**src/hw/rtl/bpf_pkg.sv**
```systemverilog
// ----------------------------------------------------------------------------
// Boot packet framer package
// Shared types and constants for the boot packet framer modules.
// ----------------------------------------------------------------------------
package bpf_pkg;

  // Item kinds on the input channel.
  localparam logic CMD_START   = 1'b0;
  localparam logic CMD_PAYLOAD = 1'b1;

  // Configuration register indexes.
  localparam logic CFG_START_CODE = 1'b0;
  localparam logic CFG_END_CODE   = 1'b1;

  // Configuration reset values.
  localparam logic [7:0] START_CODE_RST = 8'd0;
  localparam logic [7:0] END_CODE_RST   = 8'd23;

  // Number of header bytes sent for a start request.
  localparam int unsigned HDR_BYTES = 4;

  // One unit of work handed from the decoder to the emitter: a run of body
  // bytes, optionally followed by the packet trailer.
  typedef struct packed {
    logic [HDR_BYTES-1:0][7:0] bytes;     // body bytes, sent from index 0
    logic [1:0]                last_idx;  // index of the last body byte
    logic                      trailer;   // append checksum, end code, padding
    logic [15:0]               check;     // two's-complement checksum
  } job_t;

endpackage

```
**src/hw/rtl/boot_packet_framer_top.sv**
```systemverilog
// ----------------------------------------------------------------------------
// Boot packet framer
// Frames bootloader packets into a byte stream cut into bus frames, with a
// header, checksum trailer, end code and zero padding.
// ----------------------------------------------------------------------------
// Path: a request is held in the decoder's job register, and its first byte then
// in the output register, from which it can be taken.
// Throughput: one output byte per cycle while a job is pending and the receiver
// is ready; a payload request yields one byte, a start request four, and a
// closing request adds three plus the pad bytes. The single byte-wide output register sets that rate.
// Reset: synchronous, active low; clears packet state, the frame position and
// the configuration registers (start code 0, end code 23).
module boot_packet_framer_top
  import bpf_pkg::*;
#(
  parameter int MAX_PAYLOAD = 255,
  parameter int FRAME_BYTES = 8
) (
  input  logic       clk,
  input  logic       rst_n,
  input  logic       cfg_we,
  input  logic       cfg_index,
  input  logic [7:0] cfg_wdata,
  input  logic       in_valid,
  output logic       in_ready,
  input  logic       in_command,
  input  logic [7:0] in_packet_cmd,
  input  logic [7:0] in_payload_length,
  input  logic [7:0] in_data_byte,
  output logic       out_valid,
  input  logic       out_ready,
  output logic [7:0] out_byte,
  output logic       out_frame_end,
  output logic       out_packet_end
);

  logic [7:0] start_code_r;
  logic [7:0] end_code_r;
  logic       job_valid;
  job_t       job;
  logic       job_done;

  // Configuration registers.
  always_ff @(posedge clk) begin
    if (!rst_n) begin
      start_code_r <= START_CODE_RST;
      end_code_r   <= END_CODE_RST;
    end else if (cfg_we) begin
      case (cfg_index)
        CFG_START_CODE: start_code_r <= cfg_wdata;
        CFG_END_CODE:   end_code_r   <= cfg_wdata;
        default:        start_code_r <= start_code_r;
      endcase
    end
  end

  bpf_decode #(
    .MAX_PAYLOAD (MAX_PAYLOAD)
  ) u_decode (
    .clk               (clk),
    .rst_n             (rst_n),
    .start_code        (start_code_r),
    .in_valid          (in_valid),
    .in_ready          (in_ready),
    .in_command        (in_command),
    .in_packet_cmd     (in_packet_cmd),
    .in_payload_length (in_payload_length),
    .in_data_byte      (in_data_byte),
    .job_valid         (job_valid),
    .job               (job),
    .job_done          (job_done)
  );

  bpf_emit #(
    .FRAME_BYTES (FRAME_BYTES)
  ) u_emit (
    .clk            (clk),
    .rst_n          (rst_n),
    .end_code       (end_code_r),
    .job_valid      (job_valid),
    .job            (job),
    .job_done       (job_done),
    .out_valid      (out_valid),
    .out_ready      (out_ready),
    .out_byte       (out_byte),
    .out_frame_end  (out_frame_end),
    .out_packet_end (out_packet_end)
  );

endmodule

```
**src/hw/rtl/bpf_decode.sv**
```systemverilog
// ----------------------------------------------------------------------------
// Boot packet framer decoder
// Accepts input requests, tracks the packet state and the running sum, and
// hands one job per producing request to the emitter.
// ----------------------------------------------------------------------------
module bpf_decode
  import bpf_pkg::*;
#(
  parameter int MAX_PAYLOAD = 255
) (
  input  logic       clk,
  input  logic       rst_n,
  input  logic [7:0] start_code,
  input  logic       in_valid,
  output logic       in_ready,
  input  logic       in_command,
  input  logic [7:0] in_packet_cmd,
  input  logic [7:0] in_payload_length,
  input  logic [7:0] in_data_byte,
  output logic       job_valid,
  output job_t       job,
  input  logic       job_done
);

  localparam logic [15:0] MaxLen = 16'(MAX_PAYLOAD);

  logic        in_payload_r, in_payload_nxt;
  logic [7:0]  bytes_left_r, bytes_left_nxt;
  logic [15:0] sum_r, sum_nxt;
  logic        job_valid_r;
  job_t        job_r, job_nxt;
  logic        make_job;
  logic        accept;
  logic [15:0] len_c;
  logic [15:0] sum_c;
  logic [7:0]  left_dec;

  // The job slot frees when it is empty or the emitter finishes it now.
  assign in_ready = !job_valid_r || job_done;
  assign accept   = in_valid && in_ready;

  // Decode one request into the next packet state and a job.
  always_comb begin
    in_payload_nxt = in_payload_r;
    bytes_left_nxt = bytes_left_r;
    sum_nxt        = sum_r;
    make_job       = 1'b0;
    job_nxt        = '0;
    len_c          = {8'd0, in_payload_length};
    if (len_c > MaxLen) begin
      len_c = MaxLen;
    end
    sum_c    = 16'd0;
    left_dec = bytes_left_r - 8'd1;
    if (in_command == CMD_START) begin
      if (!in_payload_r) begin
        make_job         = 1'b1;
        sum_c            = 16'(start_code) + 16'(in_packet_cmd)
                         + 16'(len_c[7:0]) + 16'(len_c[15:8]);
        job_nxt.bytes[0] = start_code;
        job_nxt.bytes[1] = in_packet_cmd;
        job_nxt.bytes[2] = len_c[7:0];
        job_nxt.bytes[3] = len_c[15:8];
        job_nxt.last_idx = 2'(HDR_BYTES - 1);
        if (len_c == 16'd0) begin
          job_nxt.trailer = 1'b1;
          job_nxt.check   = ~sum_c + 16'd1;
          sum_nxt         = 16'd0;
        end else begin
          in_payload_nxt = 1'b1;
          bytes_left_nxt = len_c[7:0];
          sum_nxt        = sum_c;
        end
      end
    end else begin
      if (in_payload_r) begin
        make_job         = 1'b1;
        sum_c            = sum_r + 16'(in_data_byte);
        job_nxt.bytes[0] = in_data_byte;
        job_nxt.last_idx = 2'd0;
        if (left_dec == 8'd0) begin
          job_nxt.trailer = 1'b1;
          job_nxt.check   = ~sum_c + 16'd1;
          in_payload_nxt  = 1'b0;
          bytes_left_nxt  = 8'd0;
          sum_nxt         = 16'd0;
        end else begin
          bytes_left_nxt = left_dec;
          sum_nxt        = sum_c;
        end
      end
    end
  end

  // Packet state registers.
  always_ff @(posedge clk) begin
    if (!rst_n) begin
      in_payload_r <= 1'b0;
      bytes_left_r <= 8'd0;
      sum_r        <= 16'd0;
    end else if (accept) begin
      in_payload_r <= in_payload_nxt;
      bytes_left_r <= bytes_left_nxt;
      sum_r        <= sum_nxt;
    end
  end

  // Job register toward the emitter.
  always_ff @(posedge clk) begin
    if (!rst_n) begin
      job_valid_r <= 1'b0;
    end else if (in_ready) begin
      job_valid_r <= accept && make_job;
    end
  end

  always_ff @(posedge clk) begin
    if (accept) begin
      job_r <= job_nxt;
    end
  end

  assign job_valid = job_valid_r;
  assign job       = job_r;

  // Outside a packet no payload bytes are pending; inside one, some are.
  a_idle_no_left: assert property (@(posedge clk) disable iff (!rst_n)
    !in_payload_r |-> bytes_left_r == 8'd0)
    else $error("bytes pending while waiting for a start request");

  a_payload_left: assert property (@(posedge clk) disable iff (!rst_n)
    in_payload_r |-> bytes_left_r != 8'd0)
    else $error("inside a packet with no payload bytes pending");

endmodule

```
**src/hw/rtl/bpf_emit.sv**
```systemverilog
// ----------------------------------------------------------------------------
// Boot packet framer emitter
// Walks through the bytes of each job, appends the trailer and padding,
// tracks the position in the bus frame and drives the output register.
// ----------------------------------------------------------------------------
module bpf_emit
  import bpf_pkg::*;
#(
  parameter int FRAME_BYTES = 8
) (
  input  logic       clk,
  input  logic       rst_n,
  input  logic [7:0] end_code,
  input  logic       job_valid,
  input  job_t       job,
  output logic       job_done,
  output logic       out_valid,
  input  logic       out_ready,
  output logic [7:0] out_byte,
  output logic       out_frame_end,
  output logic       out_packet_end
);

  localparam int PosW = (FRAME_BYTES > 1) ? $clog2(FRAME_BYTES) : 1;
  localparam logic [PosW-1:0] PosLast = PosW'(FRAME_BYTES - 1);

  // Sequencer phases.
  localparam logic [2:0] PH_BODY   = 3'd0;
  localparam logic [2:0] PH_CHK_LO = 3'd1;
  localparam logic [2:0] PH_CHK_HI = 3'd2;
  localparam logic [2:0] PH_END    = 3'd3;
  localparam logic [2:0] PH_PAD    = 3'd4;

  logic [2:0]      phase_r, phase_nxt;
  logic [1:0]      idx_r, idx_nxt;
  logic [PosW-1:0] pos_r, pos_nxt;
  logic            out_valid_r;
  logic [7:0]      out_byte_r;
  logic            out_frame_end_r;
  logic            out_packet_end_r;
  logic            emit;
  logic            finish;
  logic            pkt_end_c;
  logic            frame_end_c;
  logic [7:0]      byte_c;

  // A byte is sent whenever a job is pending and the output slot is free.
  assign emit        = job_valid && (!out_valid_r || out_ready);
  assign frame_end_c = (pos_r == PosLast);
  assign pos_nxt     = frame_end_c ? '0 : pos_r + 1'b1;
  assign job_done    = emit && finish;

  // Select the current byte and the next phase.
  always_comb begin
    phase_nxt = phase_r;
    idx_nxt   = idx_r;
    finish    = 1'b0;
    pkt_end_c = 1'b0;
    byte_c    = 8'd0;
    case (phase_r)
      PH_BODY: begin
        byte_c = job.bytes[idx_r];
        if (idx_r == job.last_idx) begin
          idx_nxt = 2'd0;
          if (job.trailer) begin
            phase_nxt = PH_CHK_LO;
          end else begin
            finish = 1'b1;
          end
        end else begin
          idx_nxt = idx_r + 2'd1;
        end
      end
      PH_CHK_LO: begin
        byte_c    = job.check[7:0];
        phase_nxt = PH_CHK_HI;
      end
      PH_CHK_HI: begin
        byte_c    = job.check[15:8];
        phase_nxt = PH_END;
      end
      PH_END, PH_PAD: begin
        byte_c = (phase_r == PH_END) ? end_code : 8'd0;
        if (frame_end_c) begin
          finish    = 1'b1;
          pkt_end_c = 1'b1;
          phase_nxt = PH_BODY;
        end else begin
          phase_nxt = PH_PAD;
        end
      end
      default: begin
        phase_nxt = PH_BODY;
        idx_nxt   = 2'd0;
      end
    endcase
  end

  // Sequencer and frame position.
  always_ff @(posedge clk) begin
    if (!rst_n) begin
      phase_r <= PH_BODY;
      idx_r   <= 2'd0;
      pos_r   <= '0;
    end else if (emit) begin
      phase_r <= phase_nxt;
      idx_r   <= idx_nxt;
      pos_r   <= pos_nxt;
    end
  end

  // Output register.
  always_ff @(posedge clk) begin
    if (!rst_n) begin
      out_valid_r <= 1'b0;
    end else if (!out_valid_r || out_ready) begin
      out_valid_r <= emit;
    end
  end

  always_ff @(posedge clk) begin
    if (emit) begin
      out_byte_r       <= byte_c;
      out_frame_end_r  <= frame_end_c;
      out_packet_end_r <= pkt_end_c;
    end
  end

  assign out_valid      = out_valid_r;
  assign out_byte       = out_byte_r;
  assign out_frame_end  = out_frame_end_r;
  assign out_packet_end = out_packet_end_r;

  // A packet always closes on a frame boundary.
  a_pkt_on_frame: assert property (@(posedge clk) disable iff (!rst_n)
    out_valid_r && out_packet_end_r |-> out_frame_end_r)
    else $error("packet end away from a frame boundary");

  // A job is only retired while one is pending.
  a_done_valid: assert property (@(posedge clk) disable iff (!rst_n)
    job_done |-> job_valid)
    else $error("job retired with no job pending");

  // Frame position stays inside the frame.
  a_pos_range: assert property (@(posedge clk) disable iff (!rst_n)
    pos_r <= PosLast)
    else $error("frame position out of range");

endmodule

```
**config.mk**
```make
export PLATFORM = sky130hd
export DESIGN_NAME = boot_packet_framer_top
export DESIGN_NICKNAME = d
export VERILOG_FILES = /design/src/hw/rtl/bpf_pkg.sv /design/src/hw/rtl/boot_packet_framer_top.sv /design/src/hw/rtl/bpf_decode.sv /design/src/hw/rtl/bpf_emit.sv
export SDC_FILE = /design/constraint.sdc
export NUM_CORES = 1
export LEC_CHECK = 0
export BUFFER_PORTS_ARGS = -buffer_cell sky130_fd_sc_hd__buf_2
export CORE_AREA = 5 5 163 165
export DETAILED_ROUTE_END_ITERATION = 8
export DIE_AREA = 0 0 168 170
export PLACE_DENSITY_LB_ADDON = 0.2
export SLEW_MARGIN = 20
export SYNTH_ARGS = -nofsm -noshare
export SYNTH_HDL_FRONTEND = slang
export SYNTH_SLANG_ARGS = --single-unit
```
**constraint.sdc**
```tcl
create_clock -name clk -period 4.2 [get_ports clk]
set_clock_uncertainty 0.05 [all_clocks]
set_input_delay 0.63 -clock clk [delete_from_list [all_inputs] [get_ports clk]]
set_output_delay 0.63 -clock clk [all_outputs]
set_load 0.02 [all_outputs]
```
==> impl_results.md, run 1 <==
- Antenna violations before repair: 0
- Number of synthesized register bits: 103
- IR drop worst, VDD: 0.1772 mV
- Int Power: 1.911 mW
- Ratio of total power to cell area: 378.4 nW/µm²
- Post-synth EDFFs: 52
- Post-Synth Simple-Gate Area: 19.85%
- Antenna Violating Nets Remaining: 0
- Data arrival, critical path: 3.84 ns
- Initial drt markers: 264
- Cts-stage hold buffer count: 0
- Maximum number of pins on one net before global-route repair: 52
- Setup TNS: 0 ns
- Total die area: 28560 µm²
- Placement row count: 58
- Final standard cell count with taps included and fillers excluded: 1043
- Worst slew margin relative to its limit: 34.91%
- Sequential-to-total area share from yosys stat: 40.61%
- Number of nets at the end of the flow: 780
- Top_reg_cell synth: sky130_fd_sc_hd__edfxtp_1
- Synthesized net count: 744
- Inst Count DP: 1027
- Post-CTS resize count: 0
- Final Hold Fails: 0
- Final wirelength: 18000 µm
- Main combinational cell family by area after synthesis: simple AND/OR/NAND/NOR gates
- Total count of max-transition violations in the final report: 0
- Measured slew at the worst slew-check pin: 0.9763 ns
- Y dimension of the die: 170 µm
- Via count of the first global-routing pass: 4987
- Unrepaired setup endpoints after global routing: false
- Synthesis-to-finish area growth: 14.74%
- Die span in x: 168 µm
- Yosys warning total: 0
- Max-capacitance violation count: 0
- CTS buffer count: 9
- Async S/R FF share, synth: 0%
- Post-synthesis share of cell area spent on full adders, half adders and majority gates: 7.673%
- Cell type with the highest aggregate area in the netlist: sky130_fd_sc_hd__edfxtp_1
- Top area cells in the synthesized netlist: sky130_fd_sc_hd__edfxtp_1 (25%), sky130_fd_sc_hd__dfxtp_1 (16%), sky130_fd_sc_hd__ha_1 (4.5%), sky130_fd_sc_hd__nand2_1 (4.0%), sky130_fd_sc_hd__fa_1 (3.1%)
- Via count: 4954
- Grt ovf: 0
- Post-synthesis instance area: 6360 µm²
- Detail-routed net length per standard cell: 17.26 µm
- Critical path endpoint category: register
- Postcts setup bufs: 0
- First-pass GRT wire length: 28750 µm
- Post-synthesis instance total: 672
- Mapped Avg Cell Area: 9.464 µm²
- Proportion of power drawn by flip-flops and latches: 42.7%
- Synth Area in Compound Gates: 18.57%
- Starting density of the core: 25.55%
- Clock root buffer: sky130_fd_sc_hd__clkbuf_16
- Number of detailed-route iterations in the first pass: 4
- Worst-skew pair later-pin latency: 0.36 ns
- Core ar.: 24890 µm²
- I/O pins: 51
- Detailed placement HPWL: 14250 µm
- Post-synthesis mux area share: 4.584%
- Number of different library cells in the post-synthesis netlist: 68
- Final worst path period share: 90.42%
- Final count of negative-setup-slack endpoints: 0
- Clk pin slew, worst setup/hold paths: 0.07 ns
- Required time of the worst setup path: 4.25 ns
- Most instantiated cells after synthesis: sky130_fd_sc_hd__nand2_1 (68), sky130_fd_sc_hd__edfxtp_1 (52), sky130_fd_sc_hd__dfxtp_1 (51)
- Minimum period implied by the final worst setup slack: 3.797 ns
- Average vias per placed instance: 4.750
- Antenna cell count: 0
- Hold Crit Class: register to register
- Share of final-layout standard cells stronger than drive strength 1: 13.88%
- # DRC: 0
- Element type at the critical path start: register
- Combinational share of power: 24.5%
- XOR/XNOR Fraction of Synth Area: 4.545%
- Count leader, synth: sky130_fd_sc_hd__nand2_1
- IO Port Bufs: 50
- Post-synth top area share: 24.55%
- # clock sinks: 103
- Total GRT Usage: 12.86%
- Leakage power: 2.806 nW
- TritonCTS clock tree: yes
- Maximum level of the CTS H-tree: 3
- Clock Tree Buf Depth: 2
- Share of total power consumed by net switching: 30.78%
- Fmax achieved: 263.3 MHz
- Switch Pwr: 849.9 µW
- Fraction of power consumed by the clock network: 32.8%
- Result of the run: finished, final reports clean
- Critical path fanouts, max: 6
- Type of the worst setup path: register to register
- Final RePlAce weighted congestion: 0.8000
[sequential cells by signal, indices dropped and copies added, names as in the netlist]
| name | cells |
|---|---|
| end_code_r | 8 |
| u_emit.pos_r | 3 |
| u_decode.in_payload_r | 1 |
| u_decode.job_valid | 1 |
| u_decode.job | 42 |
| u_decode.sum_r | 16 |
| u_emit.out_byte | 8 |
| u_emit.idx_r | 2 |
| start_code_r | 8 |
| u_decode.bytes_left_r | 8 |
| u_emit.out_packet_end | 1 |
| u_emit.out_valid | 1 |
| u_emit.out_frame_end | 1 |
| u_emit.phase_r | 3 |
[cell families after synthesis]
logic type | Yosys count
simple gates | 240
compound gates | 175
flops | 103
buf+inv | 69
xor+xnor | 33
fa+ha+maj | 33
mux | 19
[power groups by stage]
stage                     Sequential (mW)  Clock [mW]  Combinational, mW
after global placement               1.20           0              0.681
after floorplan                      1.19           0              0.483
final                                1.18       0.905              0.677
after global routing                 1.19       0.973              0.760
after detailed placement             1.20           0              0.679
after CTS                            1.18       0.932              0.683
[area by class of cell]
| class | instances | area, µm² |
|---|---|---|
| tap | 330 | 412.9 |
| timing repair buffer | 61 | 345.3 |
| inverter | 33 | 123.9 |
| clock inverter | 4 | 63.81 |
| fill | 2604 | 17590 |
| multi-input combinational | 500 | 3512 |
| clock buffer | 12 | 256.5 |
| sequential | 103 | 2582 |
[cell usage in the layout (no fill, tap or decap), types with 18 or more instances in the layout]
cell type / synthesis / final
sky130_fd_sc_hd__nand2_1: 68 / 68
sky130_fd_sc_hd__edfxtp_1: 52 / 52
sky130_fd_sc_hd__dfxtp_1: 51 / 51
sky130_fd_sc_hd__buf_2: 5 / 50
sky130_fd_sc_hd__o21ai_0: 39 / 39
sky130_fd_sc_hd__nor2_1: 35 / 35
sky130_fd_sc_hd__a21oi_1: 32 / 32
sky130_fd_sc_hd__inv_1: 32 / 32
sky130_fd_sc_hd__and2_1: 26 / 26
sky130_fd_sc_hd__ha_1: 23 / 23
sky130_fd_sc_hd__a21boi_0: 21 / 21
sky130_fd_sc_hd__nor2b_1: 19 / 19
sky130_fd_sc_hd__xnor2_1: 18 / 18
[worst max-delay path: stages, from the launching register on]
cell and delay [ns]:
sky130_fd_sc_hd__dfxtp_1 0.43, sky130_fd_sc_hd__inv_1 0.08, sky130_fd_sc_hd__fa_1 0.49, sky130_fd_sc_hd__inv_1 0.04, sky130_fd_sc_hd__ha_1 0.24, sky130_fd_sc_hd__fa_1 0.48
sky130_fd_sc_hd__xnor2_1 0.26, sky130_fd_sc_hd__o2bb2ai_1 0.15, sky130_fd_sc_hd__a22oi_1 0.12, sky130_fd_sc_hd__or3b_1 0.42, sky130_fd_sc_hd__nor3_1 0.32, sky130_fd_sc_hd__inv_1 0.11
sky130_fd_sc_hd__o21ai_1 0.24, sky130_fd_sc_hd__o21ai_1 0.11
[per-stage QoR]
stage	power (mW)	hold slack [ns]	setup slack (ns)	util (%)	instance area (µm²)
4_1_cts	2.796	0.4245	0.3664	29.32	7297
5_1_grt	2.923	0.4442	0.1216	29.32	7297
3_5_place_dp	1.883	0.4135	0.07738	28.03	6977
3_3_place_gp	1.884	0.4099	0.1185	28.03	6977
6_report	2.761	0.4242	0.4025	29.32	7297
2_1_floorplan	1.678	0.3851	0.4944	-	6360
[final timing paths]
path	cells past startpoint	from	slack (ns)	end
max	13	start_code_r[1]	0.40	u_decode.job[15]
min	2	end_code_r[7]	0.42	end_code_r[7]
max reg2reg	13	start_code_r[1]	0.40	u_decode.job[15]
min reg2reg	2	end_code_r[7]	0.42	end_code_r[7]
[metal layers]
metal  vias to the layer above  GRT usage (%)  share of wire (%)
li1                       2522              -                  -
met1                      2343          16.91                 48
met2                        71          21.58                 48
met3                        18          2.160                2.3
met4                         0          4.305                2.2
met5                         -              0                  0
Power figures use the tool's default switching activity.
==> run 2: changes to the inputs <==
ABC_AREA = 1   (was unset)
CORE_AREA = 2 2 161 163   (was 5 5 163 165)
CTS_CLUSTER_SIZE = 25   (was unset)
DIE_AREA = 0 0 163 165   (was 0 0 168 170)
==> impl_results.md, run 2 <==
- Starting density of the core: 25.87% (was 25.55%)
- Number of nets at the end of the flow: 998 (was 780)
- R2R cell count: 14 (was 13)
- Commonest non-fill, non-tap cells in the layout: sky130_fd_sc_hd__nand2_1 (239), sky130_fd_sc_hd__inv_1 (114), sky130_fd_sc_hd__nor2_1 (93), sky130_fd_sc_hd__nand3_1 (85), sky130_fd_sc_hd__edfxtp_1 (52) (was sky130_fd_sc_hd__nand2_1 (68), sky130_fd_sc_hd__edfxtp_1 (52), sky130_fd_sc_hd__dfxtp_1 (51), sky130_fd_sc_hd__buf_2 (50), sky130_fd_sc_hd__o21ai_0 (39))
- Multi-input gate area: 3332 µm² (was 3512 µm²)
- Via count of the first global-routing pass: 5502 (was 4987)
- Antenna cell count: 0 (unchanged)
- Most instantiated cells after synthesis: sky130_fd_sc_hd__nand2_1 (239), sky130_fd_sc_hd__inv_1 (114), sky130_fd_sc_hd__nor2_1 (93) (was sky130_fd_sc_hd__nand2_1 (68), sky130_fd_sc_hd__edfxtp_1 (52), sky130_fd_sc_hd__dfxtp_1 (51))
- Detail-routed net length per standard cell: 15.27 µm (was 17.26 µm)
- Minimum period implied by the final worst setup slack: 3.179 ns (was 3.797 ns)
- Area used by sequential logic in the layout: 2582 µm² (unchanged)
- Antenna Violating Nets Remaining: 0 (unchanged)
- Average vias per placed instance: 4.521 (was 4.750)
- Via count: 5701 (was 4954)
- Max-capacitance violation count: 0 (unchanged)
- IR drop worst, VDD: 0.1755 mV (was 0.1772 mV)
- Initial drt markers: 343 (was 264)
- Synthesis-to-finish area growth: 13.79% (was 14.74%)
- I/O pins: 51 (unchanged)
- Required time of the worst setup path: 4.26 ns (was 4.25 ns)
- Placement row count: 58 (unchanged)
- Y dimension of the die: 165 µm (was 170 µm)
- Result of the run: finished, final reports clean (unchanged)
- Die span in x: 163 µm (was 168 µm)
- Final Hold Fails: 0 (unchanged)
- Hold path depth: 2 (unchanged)
- Final count of negative-setup-slack endpoints: 0 (unchanged)
- Number of detailed-route iterations in the first pass: 4 (unchanged)
- Post-Route Utilization: 29.44% (was 29.32%)
- GR Util met3: 2.109% (was 2.160%)
- Number of filler cells placed in the layout: 2769 (was 2604)
- Hold endpoint: u_emit.pos_r[1] (was end_code_r[7])
- Grt ovf: 0 (unchanged)
- Detailed placement HPWL: 15460 µm (was 14250 µm)
- Final RePlAce weighted congestion: 0.8834 (was 0.8000)
- # clock sinks: 103 (unchanged)
- Global-route track usage on met1: 20.10% (was 16.91%)
- Fmax achieved: 314.6 MHz (was 263.3 MHz)
- Worst-skew pair later-pin latency: 0.36 ns (about the same)
- Cts-stage hold buffer count: 0 (unchanged)
- Unrepaired setup endpoints after global routing: false (unchanged)
- Top area cells in the synthesized netlist: sky130_fd_sc_hd__edfxtp_1 (24%), sky130_fd_sc_hd__dfxtp_1 (16%), sky130_fd_sc_hd__nand2_1 (14%), sky130_fd_sc_hd__inv_1 (6.6%), sky130_fd_sc_hd__nand3_1 (6.6%) (was sky130_fd_sc_hd__edfxtp_1 (25%), sky130_fd_sc_hd__dfxtp_1 (16%), sky130_fd_sc_hd__ha_1 (4.5%), sky130_fd_sc_hd__nand2_1 (4.0%), sky130_fd_sc_hd__fa_1 (3.1%))
- Final worst path period share: 75.69% (was 90.42%)
- Clk pin slew, worst setup/hold paths: 0.07 ns (about the same)
- Ratio of total power to cell area: 367.1 nW/µm² (was 378.4 nW/µm²)
- Clock root buffer: sky130_fd_sc_hd__clkbuf_16 (unchanged)
- Worst slew margin relative to its limit: 44.30% (was 34.91%)
- Yosys warning total: 0 (unchanged)
- Post-synthesis instance total: 877 (was 672)
- Post-CTS resize count: 0 (unchanged)
- IO Port Bufs: 50 (unchanged)
- Top_reg_cell synth: sky130_fd_sc_hd__edfxtp_1 (unchanged)
- First-pass GRT wire length: 30640 µm (was 28750 µm)
- Postcts setup bufs: 0 (unchanged)
- Critical path fanouts, max: 3 (was 6)
- CTS buffer count: 9 (unchanged)
- Total count of max-transition violations in the final report: 0 (unchanged)
- Max FFs per register: 42 (unchanged)
- Async S/R FF share, synth: 0% (unchanged)
- Post-synth top area share: 24.11% (was 24.55%)
- Total die area: 26900 µm² (was 28560 µm²)
- Count leader, synth: sky130_fd_sc_hd__nand2_1 (unchanged)
- Core ar.: 25040 µm² (was 24890 µm²)
- Antenna violations before repair: 0 (unchanged)
- Min-delay src: u_emit.pos_r[1] (was end_code_r[7])
- Hold Crit Class: register to register (unchanged)
- Synthesized net count: 949 (was 744)
- Post-synthesis instance area: 6477 µm² (was 6360 µm²)
- Mapped Avg Cell Area: 7.386 µm² (was 9.464 µm²)
- Critical path endpoint category: register (unchanged)
- Maximum level of the CTS H-tree: 3 (unchanged)
- Cell type with the highest aggregate area in the netlist: sky130_fd_sc_hd__edfxtp_1 (unchanged)
- Post-synth EDFFs: 52 (unchanged)
- TritonCTS clock tree: yes (unchanged)
- # DRC: 0 (unchanged)
- Setup TNS: 0 ns (unchanged)
- Most congested layer reported by global routing: met2 (unchanged)
- Number of synthesized register bits: 103 (unchanged)
- Setup slack on the worst flop-to-flop path: 1.11 ns (was 0.40 ns)
- Final wirelength: 19250 µm (was 18000 µm)
- Data arrival, critical path: 3.23 ns (was 3.84 ns)
- Clock Tree Buf Depth: 2 (unchanged)
- Met2 Usage GRT: 25.56% (was 21.58%)
- Destination of the worst register-to-register timing path: u_decode.job[11] (was u_decode.job[15])
- Sequential-to-total area share from yosys stat: 39.87% (was 40.61%)
- Startpoint of the worst register-to-register path: start_code_r[1] (unchanged)
- Leakage power: 3.389 nW (was 2.806 nW)
- Share of final-layout standard cells stronger than drive strength 1: 10.10% (was 13.88%)
- Element type at the critical path start: primary input (was register)
- Type of the worst setup path: primary input to register (was register to register)
- Maximum number of pins on one net before global-route repair: 43 (was 52)
- Most common cell after layout, fill and taps aside: sky130_fd_sc_hd__nand2_1 (unchanged)
- Number of different library cells in the post-synthesis netlist: 46 (was 68)
- Total GRT Usage: 15.05% (was 12.86%)
- Measured slew at the worst slew-check pin: 0.8346 ns (was 0.9763 ns)
[run 2: cell count changes after synthesis, moves of 13 or more]
cell,before,now
sky130_fd_sc_hd__nor3b_1,13,0
sky130_fd_sc_hd__nand2_1,68,239
sky130_fd_sc_hd__nor2_1,35,93
sky130_fd_sc_hd__a21boi_0,21,2
sky130_fd_sc_hd__nand3_1,15,85
sky130_fd_sc_hd__inv_1,32,114
sky130_fd_sc_hd__nor2b_1,19,0
sky130_fd_sc_hd__clkbuf_1,29,12
sky130_fd_sc_hd__and2_1,26,2
[run 2: cell families (layout without fill, tap and decap cells)]
kind of cell / count (synthesis) / after routing / synth area share (%)
fa+ha+maj: 33 / 33 / 7.533
xor+xnor: 15 / 15 / 2.028
simple gates: 460 / 460 / 30.31
compound gates: 125 / 125 / 11.57
flops: 103 / 103 / 39.87
buf+inv: 141 / 195 / 8.692
[run 2: critical path, stage by stage]
cell,delay (ns)
sky130_fd_sc_hd__buf_2,0.10
sky130_fd_sc_hd__inv_1,0.09
sky130_fd_sc_hd__fa_1,0.51
sky130_fd_sc_hd__inv_1,0.04
sky130_fd_sc_hd__ha_1,0.22
sky130_fd_sc_hd__fa_1,0.42
sky130_fd_sc_hd__xor2_1,0.19
sky130_fd_sc_hd__nor4_1,0.33
sky130_fd_sc_hd__nand2_1,0.13
sky130_fd_sc_hd__nor2_1,0.17
sky130_fd_sc_hd__nand3_1,0.09
sky130_fd_sc_hd__nand2_1,0.08
sky130_fd_sc_hd__nand2_1,0.07
sky130_fd_sc_hd__clkinv_1,0.07
sky130_fd_sc_hd__nand2_1,0.07
[run 2: per-layer routing]
metal | vias up | wire, µm
li1 | 2985 | -
met1 | 2602 | 9381
met2 | 96 | 9011
met3 | 18 | 576
met4 | 0 | 284
met5 | - | 0
[run 2: through the flow]
step	total power [mW]	std cells	worst slack (ns)	instance area (µm²)	hold WS, ns
CTS	2.731	1261	1.086	7371	0.4290
global route	2.868	1261	0.7822	7371	0.4652
finish	2.706	1261	1.021	7371	0.4288
detailed placement	1.894	1245	0.7215	7087	0.4147
floorplan	1.681	877	1.085	6477	0.3929
global placement	1.896	1245	0.7672	7087	0.4120
[run 2: cell type report]
type / count / area share (%)
multi-input combinational: 633 / 45.20
tap: 330 / 5.602
clock buffer: 10 / 3.106
sequential: 103 / 35.04
inverter: 123 / 6.298
timing repair buffer: 56 / 4.006
clock inverter: 6 / 0.7469
[run 2: worst max path at each step]
stage | from | end | slack (ns) | cells past startpoint
floorplan | in_packet_cmd[1] | u_decode.job[12] | 1.09 | 12
detailed placement | in_payload_length[1] | u_decode.job[13] | 0.72 | 15
global placement | in_packet_cmd[1] | u_decode.job[12] | 0.77 | 13
global route | in_payload_length[1] | u_decode.job[11] | 0.78 | 15
finish | in_payload_length[1] | u_decode.job[11] | 1.02 | 15
CTS | in_payload_length[1] | u_decode.job[13] | 1.09 | 15
[run 2: power by group]
| group | total (mW) | leakage [nW] | internal, mW | switching [mW] |
|---|---|---|---|---|
| Sequential | 1.18 | 0.933 | 1.14 | 0.0423 |
| Combinational | 0.687 | 2.31 | 0.226 | 0.462 |
| Clock | 0.837 | 0.141 | 0.414 | 0.423 |
| Total | 2.71 | 3.39 | 1.78 | 0.927 |
==> run 3: changes to the inputs <==
clock period = 3.04 ns   (was 4.2 ns; I/O delays follow)
==> impl_results.md, run 3 (same netlist as run 2, synthesis figures left out) <==
- Critical path fanouts, max: 6 (was 3)
- Clk pin slew, worst setup/hold paths: 0.08 ns (was 0.07 ns)
- # clock sinks: 103 (unchanged)
- Final wirelength: 19810 µm (was 19250 µm)
- Detail-routed net length per standard cell: 15.21 µm (was 15.27 µm)
- Total die area: 26900 µm² (unchanged)
- Required time of the worst setup path: 3.09 ns (was 4.26 ns)
- Core ar.: 25040 µm² (unchanged)
- Post-Route Utilization: 30.97% (was 29.44%)
- Slowest cell on the critical path: sky130_fd_sc_hd__fa_1 (unchanged)
- Ratio of total power to cell area: 515.9 nW/µm² (was 367.1 nW/µm²)
- First-pass GRT wire length: 31490 µm (was 30640 µm)
- Max FFs per register: 42 (unchanged)
- Result of the run: finished, final reports clean (unchanged)
- Clock root buffer: sky130_fd_sc_hd__clkbuf_16 (unchanged)
- Starting density of the core: 25.87% (unchanged)
- Post-route worst setup slack: 0.1287 ns (was 1.021 ns)
- # DRC: 0 (unchanged)
- Element type at the critical path start: register (was primary input)
- Total count of max-transition violations in the final report: 0 (unchanged)
- Average vias per placed instance: 4.472 (was 4.521)
- Number of detailed-route iterations in the first pass: 4 (unchanged)
- Final standard cell count with taps included and fillers excluded: 1302 (was 1261)
- Slowest Stage Delay on Critical Path: 0.46 ns (was 0.51 ns)
- Maximum number of pins on one net before global-route repair: 43 (unchanged)
- Final count of negative-setup-slack endpoints: 0 (unchanged)
- Cell type with the highest occurrence count on the critical path: sky130_fd_sc_hd__nand2_1 (unchanged)
- IO Port Bufs: 50 (unchanged)
- Worst slew margin relative to its limit: 42.80% (was 44.30%)
- Initial drt markers: 284 (was 343)
- Leakage power: 3.611 nW (was 3.389 nW)
- Detailed placement HPWL: 15840 µm (was 15460 µm)
- Total GRT Usage: 15.43% (was 15.05%)
- Hold Crit Class: primary input to register (was register to register)
- Final worst path period share: 95.77%
- Placement row count: 58 (unchanged)
- Min Hold Slack: 0.2819 ns (was 0.4288 ns)
- Cells along the critical path: fa_1, ha_1, nand2_1, nor3_1, nand2_1, nand3_1, xor2_1, inv_1, or2_1, nand2_1, nand2_1, clkinv_1, nand2_1 (was buf_2, inv_1, fa_1, inv_1, ha_1, fa_1, xor2_1, nor4_1, nand2_1, nor2_1, nand3_1, nand2_1, nand2_1, clkinv_1, nand2_1)
- Measured slew at the worst slew-check pin: 0.8570 ns (was 0.8346 ns)
- Worst setup slack before clock tree synthesis: -0.2143 ns (was 0.7215 ns)
- TritonCTS clock tree: yes (unchanged)
- Final Hold Fails: 0 (unchanged)
- Grt ovf: 0 (unchanged)
- Antenna Violating Nets Remaining: 0 (unchanged)
- Final RePlAce weighted congestion: 0.8892 (was 0.8834)
- Via count of the first global-routing pass: 5765 (was 5502)
- Y dimension of the die: 165 µm (unchanged)
- Antenna violations before repair: 1 (was 0)
- Commonest non-fill, non-tap cells in the layout: sky130_fd_sc_hd__nand2_1 (239), sky130_fd_sc_hd__inv_1 (112), sky130_fd_sc_hd__nor2_1 (93), sky130_fd_sc_hd__nand3_1 (84), sky130_fd_sc_hd__edfxtp_1 (52) (was sky130_fd_sc_hd__nand2_1 (239), sky130_fd_sc_hd__inv_1 (114), sky130_fd_sc_hd__nor2_1 (93), sky130_fd_sc_hd__nand3_1 (85), sky130_fd_sc_hd__edfxtp_1 (52))
- Type of the worst setup path: register to register (was primary input to register)
- Overall power after layout: 4.000 mW (was 2.706 mW)
- Data arrival, critical path: 2.97 ns (was 3.23 ns)
- Maximum level of the CTS H-tree: 3 (unchanged)
- Clock Tree Buf Depth: 2 (unchanged)
- CTS buffer count: 9 (unchanged)
- Worst-skew pair later-pin latency: 0.36 ns (about the same)
- Die span in x: 163 µm (unchanged)
- Synthesis-to-finish area growth: 19.70% (was 13.79%)
- Fmax achieved: 343.5 MHz
- I/O pins: 51 (unchanged)
- IR drop worst, VDD: 0.2378 mV (was 0.1755 mV)
- Via count: 5823 (was 5701)
- Max-capacitance violation count: 0 (unchanged)
- Most common cell after layout, fill and taps aside: sky130_fd_sc_hd__nand2_1 (unchanged)
- Critical path endpoint category: register (unchanged)
- Share of final-layout standard cells stronger than drive strength 1: 15.02% (was 10.10%)
- Number of nets at the end of the flow: 1039 (was 998)
- Minimum period implied by the final worst setup slack: 2.911 ns
- Antenna cell count: 0 (unchanged)
- Inst Count DP: 1285 (was 1245)
[run 3: report_power, final]
part,switching [mW],internal [mW],total (mW)
clock,0.613,0.637,1.25
sequential,0.0601,1.57,1.64
combinational,0.682,0.433,1.11
[run 3: layout make-up]
cell class	instances	area [µm²]
repair buffers	97	603.1
fillers	2741	17280
clock inverters	6	72.57
well taps	330	412.9
flip-flops and latches	103	2584
clock buffers	10	250.2
multi-input cells	633	3367
inverters	123	464.2
[run 3: path summary, 6_finish.rpt]
| check | start | end | slack, ns | cells past startpoint |
|---|---|---|---|---|
| hold / removal | cfg_wdata[2] | end_code_r[2] | 0.28 | 3 |
| setup reg to reg | start_code_r[4] | u_decode.job[15] | 0.13 | 13 |
| hold reg to reg | u_emit.pos_r[1] | u_emit.pos_r[1] | 0.44 | 2 |
| setup / recovery | start_code_r[4] | u_decode.job[15] | 0.13 | 13 |
[run 3: what timing repair did]
action                                 CTS  global route
setup endpoints to repair                0             9
endpoints found under the hold margin    0             0
setup buffers                            0             1
resized for setup                        0            10
hold buffers                             0             0
[run 3: per-stage QoR]
stage,instance area [µm²],setup TNS [ns]
floorplan,6477,0
global placement,7387,-1.545
detailed placement,7387,-1.683
CTS,7710,0
global route,7754,-0.01464
finish,7754,0
[run 3: metal layers]
layer | track usage (%) | vias up | part of all wire [%]
met5 | 0 | - | 0
met4 | 4.183 | 0 | 1.5
met3 | 2.511 | 13 | 2.6
met2 | 26.43 | 62 | 47
met1 | 20.15 | 2685 | 49
li1 | - | 3063 | -
[run 3: critical path, delay by kind of cell, from the launching register on]
family	cells	cell delay, ns
xor+xnor	1	0.22
fa+ha+maj	2	0.90
buf+inv	2	0.15
flops	1	0.45
simple gates	8	0.86
